`src/rtl/rgb_to_hsv_8bit_unit_assert.svh`:
```
// ----------------------------------------------------------------------------
// RGB to HSV assertion macros
// Concurrent check macros for the RGB to HSV unit; empty when ASSERT_OFF is set.
// ----------------------------------------------------------------------------
`ifndef RGB_TO_HSV_8BIT_UNIT_ASSERT_SVH
`define RGB_TO_HSV_8BIT_UNIT_ASSERT_SVH

`ifndef ASSERT_OFF

`define RGBHSV_ASSERT_SAME(lbl, clk, rst_n, ante, cons, msg) \
    lbl: assert property (@(posedge clk) disable iff (!rst_n) (ante) |-> (cons)) \
        else $error(msg);

`define RGBHSV_ASSERT_NEXT(lbl, clk, rst_n, ante, cons, msg) \
    lbl: assert property (@(posedge clk) disable iff (!rst_n) (ante) |=> (cons)) \
        else $error(msg);

`else

`define RGBHSV_ASSERT_SAME(lbl, clk, rst_n, ante, cons, msg)

`define RGBHSV_ASSERT_NEXT(lbl, clk, rst_n, ante, cons, msg)

`endif

`endif

```
`src/rtl/rgbhsv_pkg.sv`:
```
// ----------------------------------------------------------------------------
// RGB to HSV package
// Types and constants shared by the RGB to HSV unit and its divider.
// ----------------------------------------------------------------------------
package rgbhsv_pkg;

    localparam int PIX_W          = 8;
    localparam int HUE_SCALE      = 256;
    localparam int NUM_W          = 19;
    localparam int DEN_W          = 11;
    localparam int QUO_W          = 8;
    localparam int BITS_PER_STAGE = 2;
    localparam int DIV_STAGES     = QUO_W / BITS_PER_STAGE;
    localparam int STAGES         = DIV_STAGES + 1;

    typedef logic [PIX_W-1:0] pix_t;
    typedef logic [NUM_W-1:0] num_t;
    typedef logic [DEN_W-1:0] den_t;
    typedef logic [QUO_W-1:0] quo_t;

endpackage

```
`src/rtl/rgbhsv_div.sv`:
```
// ----------------------------------------------------------------------------
// RGB to HSV pipelined divider
// Restoring division, two quotient bits per stage; quotient must fit in 8 bits.
// ----------------------------------------------------------------------------
module rgbhsv_div (
    input  logic                                clk,
    input  logic [rgbhsv_pkg::DIV_STAGES-1:0]   en,
    input  rgbhsv_pkg::num_t                    num,
    input  rgbhsv_pkg::den_t                    den,
    output rgbhsv_pkg::quo_t                    quo
);
    import rgbhsv_pkg::*;

    num_t rem_reg  [DIV_STAGES];
    den_t den_reg  [DIV_STAGES];
    quo_t quo_reg  [DIV_STAGES];
    num_t rem_src  [DIV_STAGES];
    den_t den_src  [DIV_STAGES];
    quo_t quo_src  [DIV_STAGES];
    num_t rem_next [DIV_STAGES];
    quo_t quo_next [DIV_STAGES];

    always_comb
    begin
        rem_src[0] = num;
        den_src[0] = den;
        quo_src[0] = '0;
        for (int s = 1; s < DIV_STAGES; s++)
        begin
            rem_src[s] = rem_reg[s-1];
            den_src[s] = den_reg[s-1];
            quo_src[s] = quo_reg[s-1];
        end
    end

    always_comb
    begin
        num_t rem;
        num_t trial;
        quo_t q;
        int   sh;
        for (int s = 0; s < DIV_STAGES; s++)
        begin
            rem = rem_src[s];
            q   = quo_src[s];
            for (int j = 0; j < BITS_PER_STAGE; j++)
            begin
                sh    = QUO_W - 1 - s * BITS_PER_STAGE - j;
                trial = num_t'(den_src[s]) << sh;
                if (rem >= trial)
                begin
                    rem = rem - trial;
                    q   = q | (quo_t'(1) << sh);
                end
            end
            rem_next[s] = rem;
            quo_next[s] = q;
        end
    end

    always_ff @(posedge clk)
    begin
        for (int s = 0; s < DIV_STAGES; s++)
        begin
            if (en[s])
            begin
                rem_reg[s] <= rem_next[s];
                den_reg[s] <= den_src[s];
                quo_reg[s] <= quo_next[s];
            end
        end
    end

    assign quo = quo_reg[DIV_STAGES-1];

endmodule

```
`src/rtl/rgb_to_hsv_8bit_unit.sv`:
```
// ----------------------------------------------------------------------------
// RGB to HSV converter, 8 bits per channel
// Converts one RGBA pixel per clock, while not stalled, to hue, saturation, brightness and alpha.
// ----------------------------------------------------------------------------
// Usage:
//   Pixel channel: red, green, blue, alpha with pix_valid / pix_stall. A pixel
//   transfers on a rising edge with pix_valid high and pix_stall low.
//   Result channel: hue, saturation, brightness, alpha_out with hsv_valid /
//   hsv_stall, same transfer rule.
//   Pipeline: 5 register stages, one prepare stage and four divider stages; a
//   pixel transferred at one edge passes the prepare register and then the four
//   divider registers in order before it shows on the result ports.
//   Throughput: one pixel per clock while pix_stall is low. Two pipelined
//   restoring dividers, two quotient bits per stage, set the depth.
//   Stall: a stage advances when it is empty or the stage after it advances,
//   so bubbles close up; pix_stall rises only when all five stages hold data
//   and hsv_stall is high. A stalled result holds its value.
//   Reset: rst_n clears all valid bits; the pipeline comes up empty and
//   accepts a pixel in the first cycle after reset.
//   Grey and black pixels give hue 0 and saturation 0.
// ----------------------------------------------------------------------------
`include "rgb_to_hsv_8bit_unit_assert.svh"

module rgb_to_hsv_8bit_unit (
    input  logic               clk,
    input  logic               rst_n,
    input  logic               pix_valid,
    output logic               pix_stall,
    input  rgbhsv_pkg::pix_t   red,
    input  rgbhsv_pkg::pix_t   green,
    input  rgbhsv_pkg::pix_t   blue,
    input  rgbhsv_pkg::pix_t   alpha,
    output logic               hsv_valid,
    input  logic               hsv_stall,
    output rgbhsv_pkg::pix_t   hue,
    output rgbhsv_pkg::pix_t   saturation,
    output rgbhsv_pkg::pix_t   brightness,
    output rgbhsv_pkg::pix_t   alpha_out
);
    import rgbhsv_pkg::*;

    logic [STAGES-1:0] valid_reg;
    logic [STAGES:0]   adv;

    pix_t mx;
    pix_t mn;
    pix_t d;
    den_t d11;
    den_t n;
    logic red_max;
    logic green_max;

    num_t hue_num_next;
    den_t hue_den_next;
    num_t sat_num_next;
    den_t sat_den_next;

    num_t hue_num_reg;
    den_t hue_den_reg;
    num_t sat_num_reg;
    den_t sat_den_reg;
    pix_t bright_reg [STAGES];
    pix_t alpha_reg  [STAGES];

    quo_t hue_quo;
    quo_t sat_quo;

    always_comb
    begin
        adv[STAGES] = !hsv_stall;
        for (int k = STAGES - 1; k >= 0; k--)
        begin
            adv[k] = !valid_reg[k] || adv[k+1];
        end
    end

    assign pix_stall = !adv[0];

    always_comb
    begin
        red_max   = (red >= green) && (red >= blue);
        green_max = !red_max && (green >= blue);
        mx = red_max ? red : (green_max ? green : blue);
        mn = red;
        if (green < mn)
        begin
            mn = green;
        end
        if (blue < mn)
        begin
            mn = blue;
        end
        d   = mx - mn;
        d11 = den_t'(d);
        if (red_max)
        begin
            if (green >= blue)
            begin
                n = den_t'(pix_t'(green - blue));
            end
            else
            begin
                n = (d11 << 2) + (d11 << 1) - den_t'(pix_t'(blue - green));
            end
        end
        else if (green_max)
        begin
            n = (d11 << 1) + den_t'(blue) - den_t'(red);
        end
        else
        begin
            n = (d11 << 2) + den_t'(red) - den_t'(green);
        end
        hue_num_next = num_t'(n) * num_t'(HUE_SCALE);
        hue_den_next = (d == '0) ? den_t'(1) : ((d11 << 2) + (d11 << 1));
        sat_num_next = (num_t'(d) << PIX_W) - num_t'(d);
        sat_den_next = (mx == '0) ? den_t'(1) : den_t'(mx);
    end

    always_ff @(posedge clk or negedge rst_n)
    begin
        if (!rst_n)
        begin
            valid_reg <= '0;
        end
        else
        begin
            if (adv[0])
            begin
                valid_reg[0] <= pix_valid;
            end
            for (int k = 1; k < STAGES; k++)
            begin
                if (adv[k])
                begin
                    valid_reg[k] <= valid_reg[k-1];
                end
            end
        end
    end

    always_ff @(posedge clk)
    begin
        if (adv[0])
        begin
            hue_num_reg   <= hue_num_next;
            hue_den_reg   <= hue_den_next;
            sat_num_reg   <= sat_num_next;
            sat_den_reg   <= sat_den_next;
            bright_reg[0] <= mx;
            alpha_reg[0]  <= alpha;
        end
        for (int k = 1; k < STAGES; k++)
        begin
            if (adv[k])
            begin
                bright_reg[k] <= bright_reg[k-1];
                alpha_reg[k]  <= alpha_reg[k-1];
            end
        end
    end

    rgbhsv_div u_hue_div (
        .clk (clk),
        .en  (adv[STAGES-1:1]),
        .num (hue_num_reg),
        .den (hue_den_reg),
        .quo (hue_quo)
    );

    rgbhsv_div u_sat_div (
        .clk (clk),
        .en  (adv[STAGES-1:1]),
        .num (sat_num_reg),
        .den (sat_den_reg),
        .quo (sat_quo)
    );

    assign hsv_valid  = valid_reg[STAGES-1];
    assign hue        = pix_t'(hue_quo);
    assign saturation = pix_t'(sat_quo);
    assign brightness = bright_reg[STAGES-1];
    assign alpha_out  = alpha_reg[STAGES-1];

    `RGBHSV_ASSERT_SAME(a_stall_only_when_full, clk, rst_n, pix_stall, (valid_reg == '1) && hsv_stall, "pixel stalled while pipeline has room")
    `RGBHSV_ASSERT_NEXT(a_transfer_enters, clk, rst_n, pix_valid && !pix_stall, valid_reg[0], "transferred pixel lost at entry")
    `RGBHSV_ASSERT_SAME(a_grey_hue_zero, clk, rst_n, hsv_valid && (saturation == '0), hue == '0, "nonzero hue with zero saturation")
    `RGBHSV_ASSERT_SAME(a_black_sat_zero, clk, rst_n, hsv_valid && (brightness == '0), saturation == '0, "nonzero saturation on black pixel")

endmodule
```
`config.mk`:
```
export PLATFORM = sky130hd
export DESIGN_NAME = rgb_to_hsv_8bit_unit
export DESIGN_NICKNAME = d
export VERILOG_FILES = /design/src/rtl/rgbhsv_pkg.sv /design/src/rtl/rgbhsv_div.sv /design/src/rtl/rgb_to_hsv_8bit_unit.sv
export VERILOG_INCLUDE_DIRS = /design/src /design/src/rtl
export SDC_FILE = /design/constraint.sdc
export NUM_CORES = 1
export LEC_CHECK = 0
export BUFFER_PORTS_ARGS = -buffer_cell sky130_fd_sc_hd__buf_4
export CAP_MARGIN = 20
export CORE_MARGIN = 2
export CORE_UTILIZATION = 40
export CTS_BUF_LIST = sky130_fd_sc_hd__clkbuf_4
export DETAILED_ROUTE_END_ITERATION = 8
export PLACE_DENSITY = 0.58
export SYNTH_ARGS = -nofsm -noshare
export SYNTH_HDL_FRONTEND = slang
export SYNTH_SLANG_ARGS = --single-unit
```
`constraint.sdc`:
```
create_clock -name clk -period 5.75 [get_ports clk]
set_input_delay 0.575 -clock clk [delete_from_list [all_inputs] [get_ports clk]]
set_output_delay 0.575 -clock clk [all_outputs]
set_load 0.005 [all_outputs]
```
Yosys cells after proc, flatten, opt, wreduce, memory -nomap -nowiden:

Memories as Yosys holds them, arrays and structs flattened.
Cells that the tools add are included.

* input bits: 36
* output and inout port bits: 34
* logic and storage cells: 131
* memories: 8
* bits in writable memories: 384
* register bits after elaboration: 57

Memory list
* u_hue_div.rem_reg: depth 4, bits a word 19, read ports 3, clocked after memory_dff 0, wr ports 4, line rgbhsv_div.sv:14 `num_t rem_reg [DIV_STAGES];`
* u_sat_div.rem_reg: depth 4, bits a word 19, read ports 3, clocked after memory_dff 0, wr ports 4, line rgbhsv_div.sv:14
* u_hue_div.den_reg: depth 4, bits a word 11, read ports 3, clocked after memory_dff 0, wr ports 4, line rgbhsv_div.sv:15 `den_t den_reg [DIV_STAGES];`
* u_sat_div.den_reg: depth 4, bits a word 11, read ports 3, clocked after memory_dff 0, wr ports 4, line rgbhsv_div.sv:15
* alpha_reg: depth 5, bits a word 8, read ports 5, clocked after memory_dff 0, wr ports 5, line rgb_to_hsv_8bit_unit.sv:63 `pix_t alpha_reg [STAGES];`
* bright_reg: depth 5, bits a word 8, read ports 5, clocked after memory_dff 0, wr ports 5, line rgb_to_hsv_8bit_unit.sv:62 `pix_t bright_reg [STAGES];`
* 2 more memories

* mux-type cells: 49
* reductions and logical operators: 17
* magnitude comparators: 21
* $add $sub $neg: 26

Operators with widths (number)
* 19-bit two-way mux: 16
* 8-bit two-way mux: 6
* 19-bit by 11-bit >= comparator with 1-bit output: 2
* 19-bit by 12-bit >= comparator with 1-bit output: 2
* 19-bit by 13-bit >= comparator with 1-bit output: 2
* 19-bit by 14-bit >= comparator with 1-bit output: 2
* 19-bit by 15-bit >= comparator with 1-bit output: 2
* 19-bit by 16-bit >= comparator with 1-bit output: 2
* 19-bit by 17-bit >= comparator with 1-bit output: 2
* 19-bit by 18-bit >= comparator with 1-bit output: 2
* 19-bit by 11-bit subtractor with 19-bit output: 2
* 19-bit by 12-bit subtractor with 19-bit output: 2
* 19-bit by 13-bit subtractor with 19-bit output: 2
* 19-bit by 14-bit subtractor with 19-bit output: 2
* 19-bit by 15-bit subtractor with 19-bit output: 2
* 19-bit by 16-bit subtractor with 19-bit output: 2
* 19-bit by 17-bit subtractor with 19-bit output: 2
* 19-bit by 18-bit subtractor with 19-bit output: 2
* 11-bit two-way mux: 3
* 8-bit >= comparator: 3
* 8-bit subtractor: 3
* 11-bit by 8-bit subtractor with 11-bit output: 2
* 16-bit by 8-bit subtractor with 17-bit output: 1
* 8-bit logical NOT: 2
* 15 further kinds: 45

Depth between registers and ports, before layout:

Gate-level depths: netlist of run 1.

* word-level depth: 11
* depth in mapped cells: 35
* mapped depth without buffers: 34

Cells and area by module:

Synthesis of run 1 repeated with hierarchy kept, for this count alone.

* cell total of the unflattened synthesis: 2535
* area total of the unflattened synthesis: 26207.6 sq um

By module, submodules not included
* rgbhsv_div (u_sat_div): cells each 920, sequential area each 3303.2 sq um, area an instance 8973.6 sq um, instances 1
* rgbhsv_div (u_hue_div): cells each 882, sequential area each 3303.2 sq um, area an instance 8714.6 sq um, instances 1
* rgb_to_hsv_8bit_unit: cells each 733, sequential area each 3938.8 sq um, area an instance 8519.4 sq um, instances 1

Least setup slack after synthesis of run 1:

Ideal clock, no wire load.

* path type: input to register
* start point: input port red[1]
* end point: register hue_num_reg[17] (data pin)
* setup time: 0.268 ns
* arrival time: 6.981 ns
* required time: 5.482 ns
* stages: 31
* path buffers: 1
* slack: -1.500 ns
* cell sequence: inv_1 -> ha_1 -> nor2b_1 -> o211ai_1 -> a21o_1 -> nand2_1 -> clkbuf_1 -> nor2_1 -> a21oi_1 -> ha_1 -> a211o_1 -> a211oi_1 -> o2111ai_1 -> nand3_1 -> mux2_2 -> ha_1 -> a21oi_1 -> nand2_1 -> xor2_1 -> ha_1 -> a21oi_1 -> o21ai_0 -> mux2_2 -> mux2_2 -> maj3_1 -> a22oi_2 -> xnor2_1 -> nor3_1 -> xnor2_1 -> mux2i_1 -> o22ai_1

* longest elaborated chain between the ends: 11
* elaborated cells between the ends (all ways): 21
* classes of those cells: 7 x add/sub; 4 x order compare; 7 x mux; 3 x reduce/logical

Ends and longest elaborated chain
* start, declared: line rgb_to_hsv_8bit_unit.sv:29 `input rgbhsv_pkg::pix_t red,`
* parallel branches: the longest is 10 deep, another holds 10-bit by 8-bit adder with 11-bit output
* 11-bit two-way mux *: line rgb_to_hsv_8bit_unit.sv:95 `if (red_max)`
* named net hue_num_next[17]: line rgb_to_hsv_8bit_unit.sv:53 `num_t hue_num_next;`
* end signal, assigned: line rgb_to_hsv_8bit_unit.sv:146 `hue_num_reg <= hue_num_next;`
* end, declared: line rgb_to_hsv_8bit_unit.sv:58 `num_t hue_num_reg;`

Mark *: on every way through the listed nets, which the timed path passes.
A chain may end at the register's enable or synchronous reset.

Final worst setup path of run 1:

* start point: input port red[1]
* end point: register hue_num_reg[18] (data pin)

Same word-level chain as after synthesis.

==> results of run 1 <==
cell usage after synthesis, drive strengths merged, types with 39 or more instances:
library cell / count / share of area [%]
edfxtp: 326 / 42
ha: 242 / 13
inv: 235 / 3.8
nor2: 172 / 2.7
a21oi: 165 / 3.5
o21ai: 144 / 3.1
nand2: 134 / 2.1
xnor2: 111 / 4.1
mux2: 62 / 3.0
a21o: 50 / 1.6
nor3: 43 / 1.0
nand3: 40 / 0.85
xor2: 40 / 1.5
nor2b: 39 / 1.0
metrics by stage:
step | instance area, um2 | std cells | worst slack [ns] | setup TNS (ns) | hold slack [ns]
floorplan | 23800 | 2275 | -0.787 | -4.47 | 0.279
global placement | 26900 | 3308 | -1.27 | -21.26 | 0.381
detailed placement | 26900 | 3308 | -1.42 | -23.85 | 0.383
CTS | 28300 | 3483 | -0.341 | -1.44 | 0.252
global route | 28900 | 3501 | -0.694 | -3.85 | 0.273
finish | 28900 | 3502 | -0.450 | -1.95 | 0.344
area by class of cell:
type,instances,share of cell area (%)
clock inverter,40,0.715
clock buffer,111,2.89
tap,765,3.31
multi-input combinational,1656,45.8
timing repair buffer,359,9.77
sequential,331,34.3
antenna,4,0.0347
inverter,236,3.14
worst max-delay path, delay by kind of cell:
kind	cells	cell delay (ns)
multiplexers	3	0.90
AND/OR/NAND/NOR	10	1.25
adder cells (fa/ha/maj)	5	1.28
buffers and inverters	4	0.45
AO/OA/AOI/OAI	10	1.86
XOR/XNOR	2	0.37
final timing paths:
| check | slack (ns) | from | endpoint | cells after the start |
|---|---|---|---|---|
| min reg2reg | 0.41 | u_sat_div.quo_reg[2][7] | u_sat_div.quo_reg[3][7] | 0 |
| min | 0.34 | red[7] | sat_den_reg[7] | 3 |
| max in group asynchronous | 4.87 | rst_n | valid_reg[0] | 3 |
| min in group asynchronous | 0.69 | rst_n | valid_reg[1] | 3 |
| max | -0.45 | red[1] | hue_num_reg[18] | 34 |
| max reg2reg | 0.38 | u_hue_div.den_reg[1][0] | u_hue_div.rem_reg[2][3] | 20 |
per-layer routing:
layer  vias up  wire length (um)
met5         -                 0
met4         0              2130
met3       120              1740
met2       301             28300
met1      8408             25200
li1       9073                 -
logic make-up (layout without fill, tap and decap cells):
| family | Yosys count | count (layout) |
|---|---|---|
| and+or+nand+nor | 601 | 602 |
| AOI/OAI and AO/OA | 550 | 550 |
| DFF | 331 | 331 |
| buffers and inverters | 289 | 746 |
| adders and majority gates | 274 | 274 |
| xor gates and xnor gates | 152 | 152 |
| muxes | 77 | 77 |
| other | 1 | 5 |
what timing repair did:
item | CTS | global route
hold endpoints to repair | 14 | 0
buffers inserted | 12 | 20
gates resized for setup | 33 | 108
setup endpoints to repair | 9 | 83
hold buffers | 11 | 0
pin swaps | 30 | 60
gates cloned | 1 | 0
==> flow_summary.yaml, run 1 <==
clocking:
  cts_root_buf: "clkbuf_4"
  clk_latency_ns: 0.81
  clk_pin_slew_worst_paths_ns: 0.06
  cts_buffer_depth: 3
  cts_sinks: 331
  cts_tree: "yes"
  cts_inserted_buffers: 85
  cts_max_level: 3
worst_setup_path:
  worst_path_max_delay_cell: "mux2_2"
  critPathRequiredTime_ns: 6.27
  critPathCaptureType: "flip-flop"
  crit_top_cell: "ha_4"
  crit_fanout: 6
  path_class: "in2reg"
  setup.worst_path.start_class: "input pin"
  slowest_delay_ns: 0.35
  arrival_ns: 6.72
outcome:
  outcome: "finished, violations left"
  violations: "setup timing"
timing:
  worst_slack_ns: -0.450
  worstMarginPinSlew_ns: 1.00
  max_freq_ghz: 0.161
  setup_viol: 8
  rsz0062_at_grt: "yes"
  clock_skew_ns: 0.0545
  hold_violations: 0
  relSlewSlack_pct: 33.0
  drv_slew: 0
  min_period_ns: 6.20
  period_share_pct: 108
placed_design:
  numPortBuffers: 69
  dp_hpwl_um: 46100
  gp_congestion: 0.958
grt:
  top_usage_layer: "met2"
  use_met3_pct: 3.00
  grt_usage_pct: 19.0
  grt_pass1_vias: 18400
  grt_use_met1_pct: 22.9
  grt_use_met2_pct: 33.3
  overflow: 0
  antenna_found_initial: 2
  grt_max_degree: 73
  grt_pass1_wl_um: 92000
floorplan:
  fp.dieH_um: 246
  coreArea_um2: 57900
  initial_core_util_pct: 40.6
  die-area_um2: 60700
  die_w_um: 246
  io_pins: 70
  num_rows: 88
finish:
  final_common_cell: "buf_4"
  nets: 2978
  regArea_um2: 9910
  multi_input_area_um2: 13200
  final_core_util_pct: 49.9
  n_fill_cell: 5320
  final_cell_mix: "buf_4, edfxtp_1, inv_1"
  largest_reg_flops: 57
  area_growth_pct: 22.9
  final_layout_size_suffix_gt1_share_pct: 24.9
detailed_routing:
  routed_via_density: 5.11
  dr_total_vias: 17900
  ant_nets: 0
  drt-pass1-iter-count: 6
  drt_iter0_drc: 775
  drc: 0
  wl_um: 57400
  avgRoutedWirePerCell_um: 16.4
worst_hold_path:
  hold_class: "in2reg"
synth:
  synth_cell_types: 94
  syn_area_um2: 23500
  syn-num-nets: 2584
  synthCells: 2275
  synthMuxAreaShare_pct: 3.68
  synth_fa_ha_area_share_pct: 15.6
  synth-xor-area-share_pct: 5.72
  synthArstFlopShare_pct: 1.51
  synth-seq-cells: 331
  ys.warnings.count: 0
  synth_top_family_by_area: "adder cells"
  synth-main-ff-cell: "edfxtp_1"
  synth_area_per_cell_um2: 10.3
  synth_compound_area_share_pct: 14.7
  synthSimpleGateAreaFrac_pct: 13.1
  synth-seq-area-share_pct: 42.2
  synth_edf_count: 326
job:
  drv_cap: 0
Power of run 1 is not shown: default switching activity piles up to over one toggle a cycle in this logic, so the estimate is an artifact.
==> inputs of run 2 (changes only) <==
PLACE_DENSITY = 0.55   (was 0.58)
SLEW_MARGIN = 20   (was not set)
==> flow_summary.yaml, run 2 (synthesis results as in run 1) <==
worst_hold_path:
  hold_class: "in2async"
floorplan:
  fp.dieH_um: 246
  coreArea_um2: 57900
  num_rows: 88
  io_pins: 70
  die-area_um2: 60700
  die_w_um: 246
  initial_core_util_pct: 40.6
timing:
  setup_viol: 8
  worst_slack_ns: -0.457
  hold_violations: 0
  clock_skew_ns: 0.0747
  max_freq_ghz: 0.161
  drv_slew: 0
  holdWs_ns: 0.142
  min_period_ns: 6.21
  worstMarginPinSlew_ns: 0.799
  relSlewSlack_pct: 46.7
  period_share_pct: 108
  rsz0062_at_grt: "yes"
detailed_routing:
  wl_um: 58400
  dr_total_vias: 17900
  ant_nets: 0
  routed_via_density: 5.13
  drc: 0
  drt_iter0_drc: 723
  avgRoutedWirePerCell_um: 16.7
  drt-pass1-iter-count: 5
finish:
  final_cell_mix: "buf_4, edfxtp_1, inv_1, ha_1, nor2_1"
  area_growth_pct: 22.8
  fin_cells: 3485
  n_fill_cell: 5354
  regArea_um2: 9910
  design_area_um2: 28900
  multi_input_area_um2: 13300
  nets: 2973
  largest_reg_flops: 57
  final_layout_size_suffix_gt1_share_pct: 25.3
  final_core_util_pct: 49.8
  final_common_cell: "buf_4"
worst_setup_path:
  critPathCaptureType: "flip-flop"
  critPathRequiredTime_ns: 6.24
  worst_path_max_delay_cell: "fa_2"
  slowest_delay_ns: 0.45
  crit_fanout: 6
  arrival_ns: 6.70
  setup.worst_path.start_class: "input pin"
  path_class: "in2reg"
grt:
  grt_max_degree: 73
  grt_pass1_vias: 18500
  overflow: 0
  grt_usage_pct: 19.5
  antenna_found_initial: 2
  grt_pass1_wl_um: 93800
clocking:
  cts_root_buf: "clkbuf_4"
  cts_buffer_depth: 3
  clk_latency_ns: 0.81
  cts_sinks: 331
  cts_max_level: 3
  cts_inserted_buffers: 84
  cts_tree: "yes"
  clk_pin_slew_worst_paths_ns: 0.07
placed_design:
  numPortBuffers: 69
  gp_congestion: 0.920
  dpl.cell_count: 3315
  dp_hpwl_um: 47100
  place_area_um2: 26900
outcome:
  violations: "setup timing"
  outcome: "finished, violations left"
job:
  drv_cap: 0
## run 2: cell types whose count changed in the layout (fill, tap and decap cells not counted), moves of 3 or more
cell	delta
a21oi_2	+3
a21boi_1	-3
buf_4	+5
clkinv_1	-11
o21ai_2	-3
buf_6	-8
a21boi_2	+3
o21ai_1	+5
## run 2: final cells by class
class,count,share of cell area [%]
antenna,3,0.0260
clock buffer,110,2.86
clock inverter,29,0.746
inverter,236,3.13
multi-input combinational,1656,46.0
sequential,331,34.4
tap,765,3.32
timing repair buffer,355,9.61
## run 2: worst paths after layout
path | start | endpoint | slack [ns] | depth (start not counted)
max in group asynchronous | rst_n | valid_reg[1] | 5.49 | 2
hold / removal | rst_n | valid_reg[4] | 0.14 | 2
hold reg to reg | bright_reg[0][14] | bright_reg[0][22] | 0.39 | 0
min in group clk | red[7] | sat_den_reg[7] | 0.32 | 3
setup / recovery | red[1] | hue_num_reg[18] | -0.46 | 35
setup reg to reg | hue_num_reg[8] | u_hue_div.rem_reg[0][7] | 0.35 | 22
## run 2: metrics by stage
step	worst slack [ns]	setup TNS, ns
finish	-0.457	-2.00
floorplan	-0.787	-4.47
global route	-0.611	-3.56
detailed placement	-1.44	-25.76
CTS	-0.379	-1.45
global placement	-1.30	-22.45
## run 2: what timing repair did
item / 4_1_cts / 5_1_grt
hold buffers: 10 / 0
endpoints found under the setup margin: 19 / 74
setup buffers: 7 / 11
pin swaps: 40 / 40
hold endpoints to repair: 14 / 0
cloned: 1 / 0
resized for setup: 63 / 79
## run 2: worst max-delay path: cells and delay by family
kind | cells | cell delay (ns)
AOI/OAI and AO/OA | 12 | 1.93
adders and majority gates | 6 | 1.82
and+or+nand+nor | 7 | 0.91
buffers and inverters | 7 | 0.76
muxes | 2 | 0.56
xor gates and xnor gates | 1 | 0.12
## run 2: per-layer routing
metal / wire (um) / global-route usage, % / vias to the layer above
li1: - / - / 9062
met1: 25400 / 23.3 / 8419
met2: 29600 / 35.3 / 279
met3: 1610 / 2.78 / 106
met4: 1810 / 7.16 / 0
met5: 0 / 0 / -
Power of run 2 is left out for the same reason.
